$ cat config.mk
export PLATFORM = sky130hd
export DESIGN_NAME = rle_byte_compressor
export DESIGN_NICKNAME = d
export VERILOG_FILES = /design/src/hdl/rlebc_pkg.sv /design/src/hdl/rle_byte_compressor.sv /design/src/hdl/rlebc_cmd_fifo.sv /design/src/hdl/rlebc_front.sv /design/src/hdl/rlebc_back.sv
export SDC_FILE = /design/constraint.sdc
export NUM_CORES = 1
export LEC_CHECK = 0
export BUFFER_PORTS_ARGS = -buffer_cell sky130_fd_sc_hd__buf_2
export CORE_MARGIN = 4
export CORE_UTILIZATION = 45
export CTS_CLUSTER_SIZE = 8
export DETAILED_ROUTE_END_ITERATION = 16
export PLACE_DENSITY = 0.63
export SYNTH_ARGS = -nofsm -noshare
export SYNTH_HDL_FRONTEND = slang
export SYNTH_HIERARCHICAL = 1
export SYNTH_SLANG_ARGS = --single-unit
$ cat constraint.sdc
create_clock -name clk -period 10.5 [get_ports clk]
set_input_delay 2.1 -clock clk [delete_from_list [all_inputs] [get_ports clk]]
set_output_delay 2.1 -clock clk [all_outputs]
set_load 0.02 [all_outputs]
$ cat src/hdl/rlebc_pkg.sv
// ----------------------------------------------------------------------------
// rlebc_pkg
// Shared types, constants and helpers of the run-length byte compressor.
// ----------------------------------------------------------------------------
package rlebc_pkg;

  // Default longest run or literal sequence; the length must fit a header byte
  localparam int MAX_RUN_LENGTH_DEF = 31;

  // Command queue between front and back (power of two, pointers wrap)
  localparam int CMDQ_DEPTH = 4;

  // Configuration register indexes
  localparam int CFG_IDX_W = 1;
  localparam logic [CFG_IDX_W-1:0] REG_RUN_FLAG = 1'b0;
  localparam logic [CFG_IDX_W-1:0] REG_SEQ_FLAG = 1'b1;

  // Configuration reset values
  localparam logic [7:0] RUN_FLAG_RST = 8'h80;
  localparam logic [7:0] SEQ_FLAG_RST = 8'h00;

  typedef logic [7:0] byte_t;

  // One unit of output work: a literal sequence or a run
  typedef struct packed {
    logic  is_seq;   // 1: literal sequence, 0: run
    logic  bank;     // literal buffer bank holding the sequence
    byte_t len;      // length ORed into the header
    byte_t run_byte; // repeated byte of a run
    logic  last;     // this command ends the item's output
  } cmd_t;

  // Back tells front that a literal bank has been read out
  typedef struct packed {
    logic valid;
    logic bank;
  } rel_t;

  function automatic cmd_t mk_seq(input logic bank, input byte_t len, input logic last);
    cmd_t c;
    c.is_seq   = 1'b1;
    c.bank     = bank;
    c.len      = len;
    c.run_byte = '0;
    c.last     = last;
    return c;
  endfunction

  function automatic cmd_t mk_run(input byte_t len, input byte_t b, input logic last);
    cmd_t c;
    c.is_seq   = 1'b0;
    c.bank     = 1'b0;
    c.len      = len;
    c.run_byte = b;
    c.last     = last;
    return c;
  endfunction

endpackage

$ cat src/hdl/rle_byte_compressor.sv
// ----------------------------------------------------------------------------
// rle_byte_compressor
// Byte-stream run-length compressor with 8-bit sequence and run headers.
// ----------------------------------------------------------------------------
// A beat that breaks a run of one or two bytes into literals writes the first
// into the buffer and holds the front in its fill state, which writes the
// rest one at a time. The back sends one output byte per cycle while
// out_tready is high: a run is two bytes, a literal sequence its header plus
// up to MAX_RUN_LENGTH bytes, read from a two-bank literal buffer through one
// registered read port. The front stalls when the queue has fewer than two
// free slots or when the literal bank it would write is still being read
// out, so long sequences drain at the output rate of one byte per cycle. The
// last byte produced for an input beat carries out_tlast. Configuration writes
// take effect at once (cfg_ready is always high) and belong to idle periods.
// ----------------------------------------------------------------------------
module rle_byte_compressor
  import rlebc_pkg::*;
#(
  parameter int MAX_RUN_LENGTH = MAX_RUN_LENGTH_DEF
) (
  input  logic                 clk,
  input  logic                 rst_n,
  input  logic                 in_tvalid,
  output logic                 in_tready,
  input  logic [7:0]           in_tdata,   // [7:0] in_byte
  input  logic                 in_tuser,   // [0] func (1 = flush)
  output logic                 out_tvalid,
  input  logic                 out_tready,
  output logic [7:0]           out_tdata,  // [7:0] out_byte
  output logic                 out_tlast,  // last_of_burst
  input  logic                 cfg_valid,
  output logic                 cfg_ready,
  input  logic [CFG_IDX_W-1:0] cfg_index,
  input  logic [7:0]           cfg_data
);

  localparam int IW = $clog2(MAX_RUN_LENGTH);

  logic          push_a, push_b, pop, q_empty, q_space2;
  cmd_t          cmd_a, cmd_b, head;
  rel_t          rel;
  logic          wr_en, wr_bank;
  logic [IW-1:0] wr_addr;
  logic [7:0]    wr_data;

  rlebc_front #(
    .MAX_RUN_LENGTH(MAX_RUN_LENGTH)
  ) u_front (
    .clk       (clk),
    .rst_n     (rst_n),
    .in_tvalid (in_tvalid),
    .in_tready (in_tready),
    .in_tdata  (in_tdata),
    .in_tuser  (in_tuser),
    .q_space2  (q_space2),
    .push_a    (push_a),
    .cmd_a     (cmd_a),
    .push_b    (push_b),
    .cmd_b     (cmd_b),
    .rel       (rel),
    .wr_en     (wr_en),
    .wr_bank   (wr_bank),
    .wr_addr   (wr_addr),
    .wr_data   (wr_data)
  );

  rlebc_cmd_fifo u_cmdq (
    .clk    (clk),
    .rst_n  (rst_n),
    .push_a (push_a),
    .cmd_a  (cmd_a),
    .push_b (push_b),
    .cmd_b  (cmd_b),
    .pop    (pop),
    .head   (head),
    .empty  (q_empty),
    .space2 (q_space2)
  );

  rlebc_back #(
    .MAX_RUN_LENGTH(MAX_RUN_LENGTH)
  ) u_back (
    .clk        (clk),
    .rst_n      (rst_n),
    .cfg_valid  (cfg_valid),
    .cfg_ready  (cfg_ready),
    .cfg_index  (cfg_index),
    .cfg_data   (cfg_data),
    .wr_en      (wr_en),
    .wr_bank    (wr_bank),
    .wr_addr    (wr_addr),
    .wr_data    (wr_data),
    .head       (head),
    .q_empty    (q_empty),
    .pop        (pop),
    .rel        (rel),
    .out_tvalid (out_tvalid),
    .out_tready (out_tready),
    .out_tdata  (out_tdata),
    .out_tlast  (out_tlast)
  );

endmodule

$ cat src/hdl/rlebc_cmd_fifo.sv
// ----------------------------------------------------------------------------
// rlebc_cmd_fifo
// Small command queue: up to two pushes and one pop per cycle.
// ----------------------------------------------------------------------------
module rlebc_cmd_fifo
  import rlebc_pkg::*;
(
  input  logic clk,
  input  logic rst_n,
  input  logic push_a,
  input  cmd_t cmd_a,
  input  logic push_b,
  input  cmd_t cmd_b,
  input  logic pop,
  output cmd_t head,
  output logic empty,
  output logic space2
);

  localparam int PW = $clog2(CMDQ_DEPTH);

  cmd_t          q_r [CMDQ_DEPTH];
  logic [PW-1:0] wr_ptr_r, wr_ptr_nxt;
  logic [PW-1:0] rd_ptr_r, rd_ptr_nxt;
  logic [PW:0]   count_r, count_nxt;
  logic [PW:0]   n_push;
  logic [PW-1:0] wr_ptr_b;

  assign n_push   = (PW+1)'(push_a) + (PW+1)'(push_b);
  assign wr_ptr_b = wr_ptr_r + PW'(1);

  assign head   = q_r[rd_ptr_r];
  assign empty  = (count_r == '0);
  assign space2 = (count_r <= (PW+1)'(CMDQ_DEPTH - 2));

  // pointer and fill level update
  always_comb begin
    wr_ptr_nxt = wr_ptr_r + n_push[PW-1:0];
    rd_ptr_nxt = rd_ptr_r + PW'(pop);
    count_nxt  = count_r + n_push - (PW+1)'(pop);
  end

  always_ff @(posedge clk) begin
    if (!rst_n) begin
      wr_ptr_r <= '0;
      rd_ptr_r <= '0;
      count_r  <= '0;
    end else begin
      wr_ptr_r <= wr_ptr_nxt;
      rd_ptr_r <= rd_ptr_nxt;
      count_r  <= count_nxt;
    end
  end

  // storage, no reset needed
  always_ff @(posedge clk) begin
    if (push_a) q_r[wr_ptr_r] <= cmd_a;
    if (push_b) q_r[wr_ptr_b] <= cmd_b;
  end

  a_no_overflow: assert property (@(posedge clk) disable iff (!rst_n)
    (count_r + n_push) <= (PW+1)'(CMDQ_DEPTH))
    else $error("command queue overflow");

  a_no_underflow: assert property (@(posedge clk) disable iff (!rst_n)
    pop |-> !empty)
    else $error("command queue pop while empty");

  a_push_order: assert property (@(posedge clk) disable iff (!rst_n)
    push_b |-> push_a)
    else $error("second push without first");

endmodule

$ cat src/hdl/rlebc_front.sv
// ----------------------------------------------------------------------------
// rlebc_front
// Accepts input beats, tracks the pending run and literal count, writes
// literals into a two-bank buffer and queues sequence and run commands.
// ----------------------------------------------------------------------------
module rlebc_front
  import rlebc_pkg::*;
#(
  parameter int MAX_RUN_LENGTH = MAX_RUN_LENGTH_DEF
) (
  input  logic                              clk,
  input  logic                              rst_n,
  input  logic                              in_tvalid,
  output logic                              in_tready,
  input  logic [7:0]                        in_tdata,
  input  logic                              in_tuser,
  input  logic                              q_space2,
  output logic                              push_a,
  output cmd_t                              cmd_a,
  output logic                              push_b,
  output cmd_t                              cmd_b,
  input  rel_t                              rel,
  output logic                              wr_en,
  output logic                              wr_bank,
  output logic [$clog2(MAX_RUN_LENGTH)-1:0] wr_addr,
  output logic [7:0]                        wr_data
);

  localparam int CW = $clog2(MAX_RUN_LENGTH + 1);
  localparam int IW = $clog2(MAX_RUN_LENGTH);
  localparam logic [CW-1:0] LAST_CNT = CW'(MAX_RUN_LENGTH - 1);
  localparam byte_t FULL_LEN = 8'(MAX_RUN_LENGTH);

  typedef enum logic [1:0] {
    F_IDLE = 2'b01,
    F_FILL = 2'b10
  } fst_t;

  fst_t          st_r, st_nxt;
  logic          bank_r, bank_nxt;
  logic [1:0]    busy_r, busy_nxt, busy_set, busy_clr;
  logic [CW-1:0] lit_cnt_r, lit_cnt_nxt;
  logic [CW-1:0] run_cnt_r, run_cnt_nxt;
  byte_t         run_byte_r, run_byte_nxt;
  byte_t         last_lit_r, last_lit_nxt;
  logic [1:0]    fill_idx_r, fill_idx_nxt;
  logic [1:0]    fill_end_r, fill_end_nxt;
  byte_t         fill_byte_r, fill_byte_nxt;
  byte_t         fill_c_r, fill_c_nxt;
  logic          acc;

  assign in_tready = (st_r == F_IDLE) && !busy_r[bank_r] && q_space2;
  assign acc       = in_tvalid && in_tready;

  // bank release from the back
  always_comb begin
    busy_clr = '0;
    if (rel.valid) busy_clr[rel.bank] = 1'b1;
  end

  // item classification and state update
  always_comb begin
    st_nxt        = st_r;
    bank_nxt      = bank_r;
    busy_set      = '0;
    lit_cnt_nxt   = lit_cnt_r;
    run_cnt_nxt   = run_cnt_r;
    run_byte_nxt  = run_byte_r;
    last_lit_nxt  = last_lit_r;
    fill_idx_nxt  = fill_idx_r;
    fill_end_nxt  = fill_end_r;
    fill_byte_nxt = fill_byte_r;
    fill_c_nxt    = fill_c_r;
    push_a        = 1'b0;
    push_b        = 1'b0;
    cmd_a         = mk_run('0, '0, 1'b0);
    cmd_b         = mk_run('0, '0, 1'b0);
    wr_en         = 1'b0;
    wr_bank       = bank_r;
    wr_addr       = lit_cnt_r[IW-1:0];
    wr_data       = in_tdata;
    unique case (st_r)
      F_IDLE: begin
        if (acc) begin
          if (in_tuser) begin
            // flush: sequence first, then run
            if (lit_cnt_r != '0) begin
              push_a           = 1'b1;
              cmd_a            = mk_seq(bank_r, 8'(lit_cnt_r), run_cnt_r == '0);
              busy_set[bank_r] = 1'b1;
              bank_nxt         = ~bank_r;
              if (run_cnt_r != '0) begin
                push_b = 1'b1;
                cmd_b  = mk_run(8'(run_cnt_r), run_byte_r, 1'b1);
              end
            end else if (run_cnt_r != '0) begin
              push_a = 1'b1;
              cmd_a  = mk_run(8'(run_cnt_r), run_byte_r, 1'b1);
            end
            lit_cnt_nxt = '0;
            run_cnt_nxt = '0;
          end else if (lit_cnt_r == '0) begin
            if (run_cnt_r == '0) begin
              run_byte_nxt = in_tdata;
              run_cnt_nxt  = CW'(1);
            end else if (run_byte_r == in_tdata) begin
              if (run_cnt_r == LAST_CNT) begin
                push_a      = 1'b1;
                cmd_a       = mk_run(FULL_LEN, run_byte_r, 1'b1);
                run_cnt_nxt = '0;
              end else begin
                run_cnt_nxt = run_cnt_r + CW'(1);
              end
            end else if (run_cnt_r > CW'(2)) begin
              push_a       = 1'b1;
              cmd_a        = mk_run(8'(run_cnt_r), run_byte_r, 1'b1);
              run_cnt_nxt  = CW'(1);
              run_byte_nxt = in_tdata;
            end else begin
              // short run broken: becomes literals, written one per cycle
              wr_en         = 1'b1;
              wr_addr       = '0;
              wr_data       = run_byte_r;
              fill_idx_nxt  = 2'd1;
              fill_end_nxt  = run_cnt_r[1:0];
              fill_byte_nxt = run_byte_r;
              fill_c_nxt    = in_tdata;
              last_lit_nxt  = in_tdata;
              run_cnt_nxt   = '0;
              st_nxt        = F_FILL;
            end
          end else if (run_cnt_r != '0) begin
            if (in_tdata == run_byte_r) begin
              if (run_cnt_r == LAST_CNT) begin
                push_a           = 1'b1;
                cmd_a            = mk_seq(bank_r, 8'(lit_cnt_r), 1'b0);
                push_b           = 1'b1;
                cmd_b            = mk_run(FULL_LEN, run_byte_r, 1'b1);
                busy_set[bank_r] = 1'b1;
                bank_nxt         = ~bank_r;
                lit_cnt_nxt      = '0;
                run_cnt_nxt      = '0;
              end else begin
                run_cnt_nxt = run_cnt_r + CW'(1);
              end
            end else begin
              push_a           = 1'b1;
              cmd_a            = mk_seq(bank_r, 8'(lit_cnt_r), 1'b0);
              push_b           = 1'b1;
              cmd_b            = mk_run(8'(run_cnt_r), run_byte_r, 1'b1);
              busy_set[bank_r] = 1'b1;
              bank_nxt         = ~bank_r;
              lit_cnt_nxt      = '0;
              run_cnt_nxt      = CW'(1);
              run_byte_nxt     = in_tdata;
            end
          end else if (last_lit_r == in_tdata) begin
            // tail pair split off the sequence as a run of two
            run_byte_nxt = in_tdata;
            run_cnt_nxt  = CW'(2);
            lit_cnt_nxt  = lit_cnt_r - CW'(1);
          end else begin
            wr_en        = 1'b1;
            last_lit_nxt = in_tdata;
            if (lit_cnt_r == LAST_CNT) begin
              push_a           = 1'b1;
              cmd_a            = mk_seq(bank_r, FULL_LEN, 1'b1);
              busy_set[bank_r] = 1'b1;
              bank_nxt         = ~bank_r;
              lit_cnt_nxt      = '0;
            end else begin
              lit_cnt_nxt = lit_cnt_r + CW'(1);
            end
          end
        end
      end
      F_FILL: begin
        wr_en   = 1'b1;
        wr_addr = IW'(fill_idx_r);
        wr_data = (fill_idx_r == fill_end_r) ? fill_c_r : fill_byte_r;
        if (fill_idx_r == fill_end_r) begin
          st_nxt = F_IDLE;
          if (CW'(fill_end_r) == LAST_CNT) begin
            push_a           = 1'b1;
            cmd_a            = mk_seq(bank_r, FULL_LEN, 1'b1);
            busy_set[bank_r] = 1'b1;
            bank_nxt         = ~bank_r;
            lit_cnt_nxt      = '0;
          end else begin
            lit_cnt_nxt = CW'(fill_end_r) + CW'(1);
          end
        end else begin
          fill_idx_nxt = fill_idx_r + 2'd1;
        end
      end
      default: st_nxt = F_IDLE;
    endcase
    busy_nxt = (busy_r & ~busy_clr) | busy_set;
  end

  always_ff @(posedge clk) begin
    if (!rst_n) begin
      st_r       <= F_IDLE;
      bank_r     <= 1'b0;
      busy_r     <= '0;
      lit_cnt_r  <= '0;
      run_cnt_r  <= '0;
      run_byte_r <= '0;
    end else begin
      st_r       <= st_nxt;
      bank_r     <= bank_nxt;
      busy_r     <= busy_nxt;
      lit_cnt_r  <= lit_cnt_nxt;
      run_cnt_r  <= run_cnt_nxt;
      run_byte_r <= run_byte_nxt;
    end
  end

  // payload, no reset
  always_ff @(posedge clk) begin
    last_lit_r  <= last_lit_nxt;
    fill_idx_r  <= fill_idx_nxt;
    fill_end_r  <= fill_end_nxt;
    fill_byte_r <= fill_byte_nxt;
    fill_c_r    <= fill_c_nxt;
  end

  a_lit_bound: assert property (@(posedge clk) disable iff (!rst_n)
    lit_cnt_r < CW'(MAX_RUN_LENGTH))
    else $error("literal count reached the maximum without a flush");

  a_run_bound: assert property (@(posedge clk) disable iff (!rst_n)
    run_cnt_r < CW'(MAX_RUN_LENGTH))
    else $error("run count reached the maximum without a flush");

  a_fill_empty: assert property (@(posedge clk) disable iff (!rst_n)
    (st_r == F_FILL) |-> (lit_cnt_r == '0 && run_cnt_r == '0))
    else $error("literal fill with pending state");

endmodule

$ cat src/hdl/rlebc_back.sv
// ----------------------------------------------------------------------------
// rlebc_back
// Holds the configuration flags and the literal buffer, walks each queued
// command one byte per cycle unless the output stalls, and drives the registered output stage.
// ----------------------------------------------------------------------------
module rlebc_back
  import rlebc_pkg::*;
#(
  parameter int MAX_RUN_LENGTH = MAX_RUN_LENGTH_DEF
) (
  input  logic                              clk,
  input  logic                              rst_n,
  input  logic                              cfg_valid,
  output logic                              cfg_ready,
  input  logic [CFG_IDX_W-1:0]              cfg_index,
  input  logic [7:0]                        cfg_data,
  input  logic                              wr_en,
  input  logic                              wr_bank,
  input  logic [$clog2(MAX_RUN_LENGTH)-1:0] wr_addr,
  input  logic [7:0]                        wr_data,
  input  cmd_t                              head,
  input  logic                              q_empty,
  output logic                              pop,
  output rel_t                              rel,
  output logic                              out_tvalid,
  input  logic                              out_tready,
  output logic [7:0]                        out_tdata,
  output logic                              out_tlast
);

  localparam int IW = $clog2(MAX_RUN_LENGTH);

  byte_t   run_flag_r, seq_flag_r;
  byte_t   lit_mem_r [2][MAX_RUN_LENGTH];
  byte_t   rd_data_r;
  byte_t   pos_r, pos_nxt, pos_m1;
  logic    s1_valid_r, s1_mem_r, s1_last_r;
  byte_t   s1_byte_r;
  logic    iss;
  logic    tok_hdr, tok_end, tok_mem, tok_last;
  byte_t   tok_byte;

  assign cfg_ready = 1'b1;

  // configuration registers
  always_ff @(posedge clk) begin
    if (!rst_n) begin
      run_flag_r <= RUN_FLAG_RST;
      seq_flag_r <= SEQ_FLAG_RST;
    end else if (cfg_valid) begin
      unique case (cfg_index)
        REG_RUN_FLAG: run_flag_r <= cfg_data;
        REG_SEQ_FLAG: seq_flag_r <= cfg_data;
        default: ;
      endcase
    end
  end

  // next byte of the head command
  always_comb begin
    pos_m1   = pos_r - 8'd1;
    tok_hdr  = (pos_r == '0);
    tok_end  = head.is_seq ? (pos_r == head.len) : (pos_r == 8'd1);
    tok_mem  = head.is_seq && !tok_hdr;
    tok_last = head.last && tok_end;
    tok_byte = tok_hdr ? ((head.is_seq ? seq_flag_r : run_flag_r) | head.len)
                       : head.run_byte;
    iss      = !q_empty && (!s1_valid_r || out_tready);
    pop      = iss && tok_end;
    pos_nxt  = iss ? (tok_end ? 8'd0 : pos_r + 8'd1) : pos_r;
    rel.valid = iss && tok_mem && tok_end;
    rel.bank  = head.bank;
  end

  // literal buffer: one write port, one registered read port
  always_ff @(posedge clk) begin
    if (wr_en) lit_mem_r[wr_bank][wr_addr] <= wr_data;
    if (iss && tok_mem) rd_data_r <= lit_mem_r[head.bank][pos_m1[IW-1:0]];
  end

  // output stage control
  always_ff @(posedge clk) begin
    if (!rst_n) begin
      pos_r      <= '0;
      s1_valid_r <= 1'b0;
    end else begin
      pos_r <= pos_nxt;
      if (iss) s1_valid_r <= 1'b1;
      else if (out_tready) s1_valid_r <= 1'b0;
    end
  end

  // output stage payload
  always_ff @(posedge clk) begin
    if (iss) begin
      s1_mem_r  <= tok_mem;
      s1_byte_r <= tok_byte;
      s1_last_r <= tok_last;
    end
  end

  assign out_tvalid = s1_valid_r;
  assign out_tdata  = s1_mem_r ? rd_data_r : s1_byte_r;
  assign out_tlast  = s1_last_r;

endmodule

# Yosys cells after proc, flatten, opt, wreduce, memory -nomap -nowiden
# Memory sizes are Yosys's and may differ from the RTL's. A register that Yosys moved wholly into a read port is not among the register bits.
# Index checks and enable logic that the tools add are counted.
word_totals:
  mem_bits_rw: 572
  out_inout_bits: 12
  in_bits: 23
  elab_cells: 284
  mem_count: 2
  register_bits: 101
memory_table:
  columns: ["name", "words", "width", "rd", "rd_ports_with_merged_regs", "write_ports", "line_no", "source"]
  rows:
  - ["u_back.lit_mem_r", 2, 248, 1, 0, 1, "rlebc_back.sv:34", "byte_t lit_mem_r [2][MAX_RUN_LENGTH];"]
  - ["u_cmdq.q_r", 4, 19, 1, 1, 2, "rlebc_cmd_fifo.sv:22", "cmd_t q_r [CMDQ_DEPTH];"]
classes:
  magnitude_cmp: 9
  bitwise_logic: 12
  reduce_logical: 38
  mux: 157
  n_addsub: 13
  eq_ne: 31
op_table:
  columns: ["op", "n"]
  rows:
  - ["$mux 19", 18]
  - ["$mux 248", 1]
  - ["$mux 8", 26]
  - ["$mux 5", 23]
  - ["$mux 14", 4]
  - ["$mux 2", 26]
  - ["$mux 1", 49]
  - ["$bmux 8 s5", 1]
  - ["$demux 8 s5", 1]
  - ["$eq 8x8->1", 4]
  - ["$ne 2x2->1 const B", 11]
  - ["$reduce_and 7->1", 3]
  - ["$pmux 5 s2", 2]
  - ["$pmux 8 s2", 1]
  - ["$reduce_and 8->1", 2]
  - ["$ge 6x6->1 const B", 2]
  - ["$logic_and 1x1->1", 12]
  - ["$not 5->6", 2]
  - ["$add 5x1->5 const B", 2]
  - ["$eq 5x5->1 const B", 2]
  - ["$logic_not 5->1", 2]
  - ["$reduce_bool 5->1", 2]
  - ["$sub 5x1->5 const B", 2]
  - ["$add 8x1->8 const B", 1]
  - ["40 further kinds", 61]

# Longest topological paths before layout
depth:
  depth_word: 14
  depth_mapped: 16
  mapped_depth_nobuf: 15

# Cells and area by module
# Netlist, hierarchy kept.
by_module_without_submodules:
  columns: ["module", "area_each_um2", "seq_area_each_um2", "cells_each", "n_inst"]
  rows:
  - ["rlebc_back", 21498.1, 15935.3, 1122, 1]
  - ["rlebc_cmd_fifo", 4217.8, 2422.3, 228, 1]
  - ["rlebc_front", 3837.4, 1301.2, 425, 1]

# Worst setup path before layout
# Ideal clock, no wire load.
synth_path:
  kind: "input to register"
  startpoint: "input port in_tdata[6]"
  endpoint: "memory u_back/lit_mem_r[0][0] (netlist bit) (data pin)"
  required_ns: 9.944
  setup_time_ns: 0.556
  stages: 6
  t_arrival_ns: 5.382
  path_buffers: 1
  path_slack_ns: 4.561
  path_cell_list: "xor2_1 or4_1 o211ai_2 clkbuf_1 o21ai_0 a2bb2oi_1"
synth_via:
  elab_chain_cells: 7
synth_lines:
  columns: ["element", "line_no", "source"]
  rows:
  - ["from (decl)", "rle_byte_compressor.sv:25", "input logic [7:0] in_tdata,"]
  - ["$eq 8x8->1", "rlebc_front.sv:106", "end else if (run_byte_r == in_tdata) begin"]
  - ["$mux 8", "rlebc_front.sv:106", null]
  - ["$mux 8", "rlebc_front.sv:103", "if (run_cnt_r == '0) begin"]
  - ["$mux 8", "rlebc_front.sv:102", "end else if (lit_cnt_r == '0) begin"]
  - ["$mux 8", "rlebc_front.sv:85", "if (in_tuser) begin"]
  - ["$mux 8", "rlebc_front.sv:84", "if (acc) begin"]
  - ["$pmux 8 s2", "rlebc_front.sv:82", "unique case (st_r)"]
  - ["via wr_data[0]", "rle_byte_compressor.sv:44", "logic [7:0] wr_data;"]
  - ["to (decl)", "rlebc_back.sv:34", null]
# The timed path passes the listed nets, and every way through them passes these cells.

==> results.py <==
metrics = {
    "power_and_ir_drop": {
        "irDropWorstVdd_mv": 0.1524,
        "p_leak_nw": 10.69,
        "powerDensity_mw_per_mm2": 253.1,
        "fin_total_pwr_mw": 8.419,
    },
    "sta": {
        "fin_ws_ns": 4.963,
        "fin_tns_setup_ns": 0,
        "post-route-period-util_pct": 52.73,
        "relSlewSlack_pct": 15.75,
        "finClkSkew_ns": 0.04100,
        "final_hold_viol_count": 0,
        "drv_slew": 0,
        "holdWs_ns": 0.4514,
        "setup_viol": 0,
        "fmax_ghz": 0.1806,
        "rsz0062_at_grt": "no",
        "tightest_slew_ns": 1.261,
        "post-route-min-period_ns": 5.537,
    },
    "flow_run": {
        "cap_violations": 0,
    },
    "finish": {
        "post-route-util_pct": 51.41,
        "drive_gt1_share_pct": 24.40,
        "fin_cells": 2724,
        "nets": 1865,
        "fin_area_mm2": 0.03326,
        "n_antenna_cell": 0,
        "areaGrowthSynthToFinish_pct": 12.54,
    },
    "floorplanning": {
        "die_w_um": 264.3,
        "coreArea_mm2": 0.06470,
        "rows": 93,
        "io-pin-count": 35,
        "start_util_pct": 45.68,
        "die_area_mm2": 0.06984,
        "die_h_um": 264.3,
    },
    "placed_design": {
        "globalplace.congestion": 0.8596,
        "hpwl_mm": 44.17,
        "dp_cells": 2580,
        "dpl_cell_area_mm2": 0.03056,
        "port_buffers": 33,
        "dp_worst_setup_slack_ns": 4.406,
    },
    "grt": {
        "track_usage_pct": 20.25,
        "grt_pass1_vias": 16451,
        "antenna_found_initial": 0,
        "grt_remaining_overflow": 0,
        "grt_max_degree": 69,
        "grt_pass1_wl_mm": 107.4,
    },
    "drt": {
        "drc": 0,
        "firstDrtPassIters": 8,
        "drtIter0Drc": 1880,
        "routed_wl_mm": 71.40,
        "viasPerCell": 6.046,
        "num_vias": 16469,
        "ant_nets": 0,
        "wire_per_inst_um": 26.21,
    },
    "worst_hold_path": {
        "hold_start": "u_back/run_flag_r[1]",
        "hp-class": "reg -> reg",
    },
    "synthesis": {
        "ys_types": 87,
        "syn_area_mm2": 0.02955,
        "yosysTopAreaCell": "edfxtp_1",
        "synth_top_area_share_pct": 62.79,
        "synthArstFlopShare_pct": 0,
        "synth_top_flop_cell": "edfxtp_1",
        "synthTopCellsByArea": "edfxtp_1, mux4_2, dfxtp_1, mux2_2, nor2_1",
        "synth.avg_cell_area_um2": 16.65,
        "seq_area_frac_synth_pct": 66.52,
        "synth_edf_count": 618,
        "ys_ff_latch": 673,
        "ys_warn_count": 6,
        "syn_inst": 1775,
    },
    "clocking": {
        "root_buffer": "clkbuf_16",
        "clk_pin_slew_ns": 0.05,
        "cts_resized": 0,
        "cts_htree_levels": 3,
        "hold_buffers": 0,
        "clk_latency_ns": 0.64,
        "postCtsSetupRepairBufs": 0,
        "numCtsBuffers": 94,
        "cts.sinks": 673,
        "cts_tree": "yes",
        "clock_path_buffers": 3,
    },
    "critical_path": {
        "worstSetupPathType": "in -> reg",
        "cp_data_required_time_ns": 10.74,
        "arrival_ns": 5.78,
        "worstSetupStartpoint": "in_tdata[5]",
        "r2r_start": "u_cmdq/rd_ptr_r[0]",
        "cp-start-kind": "input port",
        "critPathMaxFanout": 20,
        "cp-end-kind": "flop",
    },
    "outcome": {
        "status": "finished clean",
    },
}
-- cell usage after synthesis (all sizes together), types with 8 or more instances --
cell type	instances
xnor2	18
a221oi	19
nor3	29
clkbuf	50
dfxtp	55
mux4	152
nand3b	10
nor3b	12
a21oi	54
nand4	9
edfxtp	618
and2	19
nor2	99
a2bb2oi	9
nand3	30
o22ai	9
ha	20
mux2i	27
o21ai	37
xor2	20
nor2b	24
nand2	95
a211oi	27
nand2b	14
inv	29
nor4	13
a22oi	8
buf	67
or3	12
mux2	102
-- power by group --
part	switching (mW)	total, mW	leakage [nW]	internal [mW]
clock network	1.09	2.77	1.29	1.68
registers	0.101	3.46	6.00	3.36
logic	1.39	2.18	3.40	0.793
-- metal layers --
layer | global-route usage [%] | wire, um | vias to the layer above | share of wire (%)
met3 | 3.567 | 5422 | 109 | 7.6
met5 | 0 | 0 | - | 0
met1 | 29.31 | 30170 | 8492 | 42
met2 | 31.89 | 33990 | 715 | 48
met4 | 5.882 | 1811 | 0 | 2.5
li1 | - | - | 7153 | -
-- worst max-delay path, stage by stage --
cell and delay (ns):
buf_2 0.18, xor2_1 0.28, nor4_1 0.18, a31oi_2 0.50
a22oi_1 0.13, nor2_1 0.57, nand3_1 0.97, o21ai_2 0.86
-- placed cells by master, fill, tap and decap left out, drive strengths merged, types with 7 or more instances in the layout --
master,Yosys,layout
xor2,20,20
nor2b,24,24
mux4,152,152
dfxtp,55,55
nor4,13,13
o21ai,37,37
ha,20,20
o22ai,9,9
conb,2,9
and2,19,19
nand4,9,9
a221oi,19,19
a21oi,54,54
nand2,95,95
or3,12,12
a22oi,8,8
nor3b,12,12
xnor2,18,18
o211ai,7,7
clkinv,4,8
mux2,102,102
nor2,99,99
nor3,29,29
a211oi,27,27
buf,67,60
nand3b,10,10
and3,7,7
nand2b,14,14
mux2i,27,27
nand3,30,30
inv,29,31
clkbuf,50,137
a2bb2oi,9,9
edfxtp,618,618
-- registers in the layout, indices dropped and copies added, names as in the netlist, 3 cells and up --
signal               flops
u_back/lit_mem_r       496
u_cmdq/q_r              76
u_back/pos_r             8
u_back/rd_data_r         8
u_back/run_flag_r        8
u_back/s1_byte_r         8
u_back/seq_flag_r        8
u_front/fill_byte_r      8
u_front/fill_c_r         8
u_front/last_lit_r       8
u_front/run_byte_r       8
u_front/lit_cnt_r        5
u_front/run_cnt_r        5
u_cmdq/count_r           3
-- layout make-up --
type / instances / area [um2]
clock buffers: 137 / 2535
multi-input cells: 959 / 9335
flip-flops and latches: 673 / 19660
clock inverters: 7 / 163.9
inverters: 33 / 123.9
fillers: 5270 / 31440
well taps: 855 / 1070
repair buffers: 60 / 367.9
-- worst paths after layout --
path | slack, ns | depth (start not counted) | to
worst max register to register | 5.63 | 9 | u_back/rd_data_r[5]
worst max-delay path | 4.96 | 8 | u_cmdq/q_r[0][5]
worst min register to register | 0.45 | 2 | u_back/run_flag_r[1]
worst min-delay path | 0.45 | 2 | u_back/run_flag_r[1]
-- logic make-up after synthesis --
logic type                 after synthesis  share of synthesized area, %
DFF                                    673                         66.52
adders and majority gates               21                        0.9145
muxes                                  281                         16.66
xor gates and xnor gates                39                         1.228
buffers and inverters                  150                         2.705
and+or+nand+nor                        388                         6.676
other                                    2                       0.02541
AOI/OAI and AO/OA                      221                         5.267
Note: power is estimated with default switching activity, not from simulation.
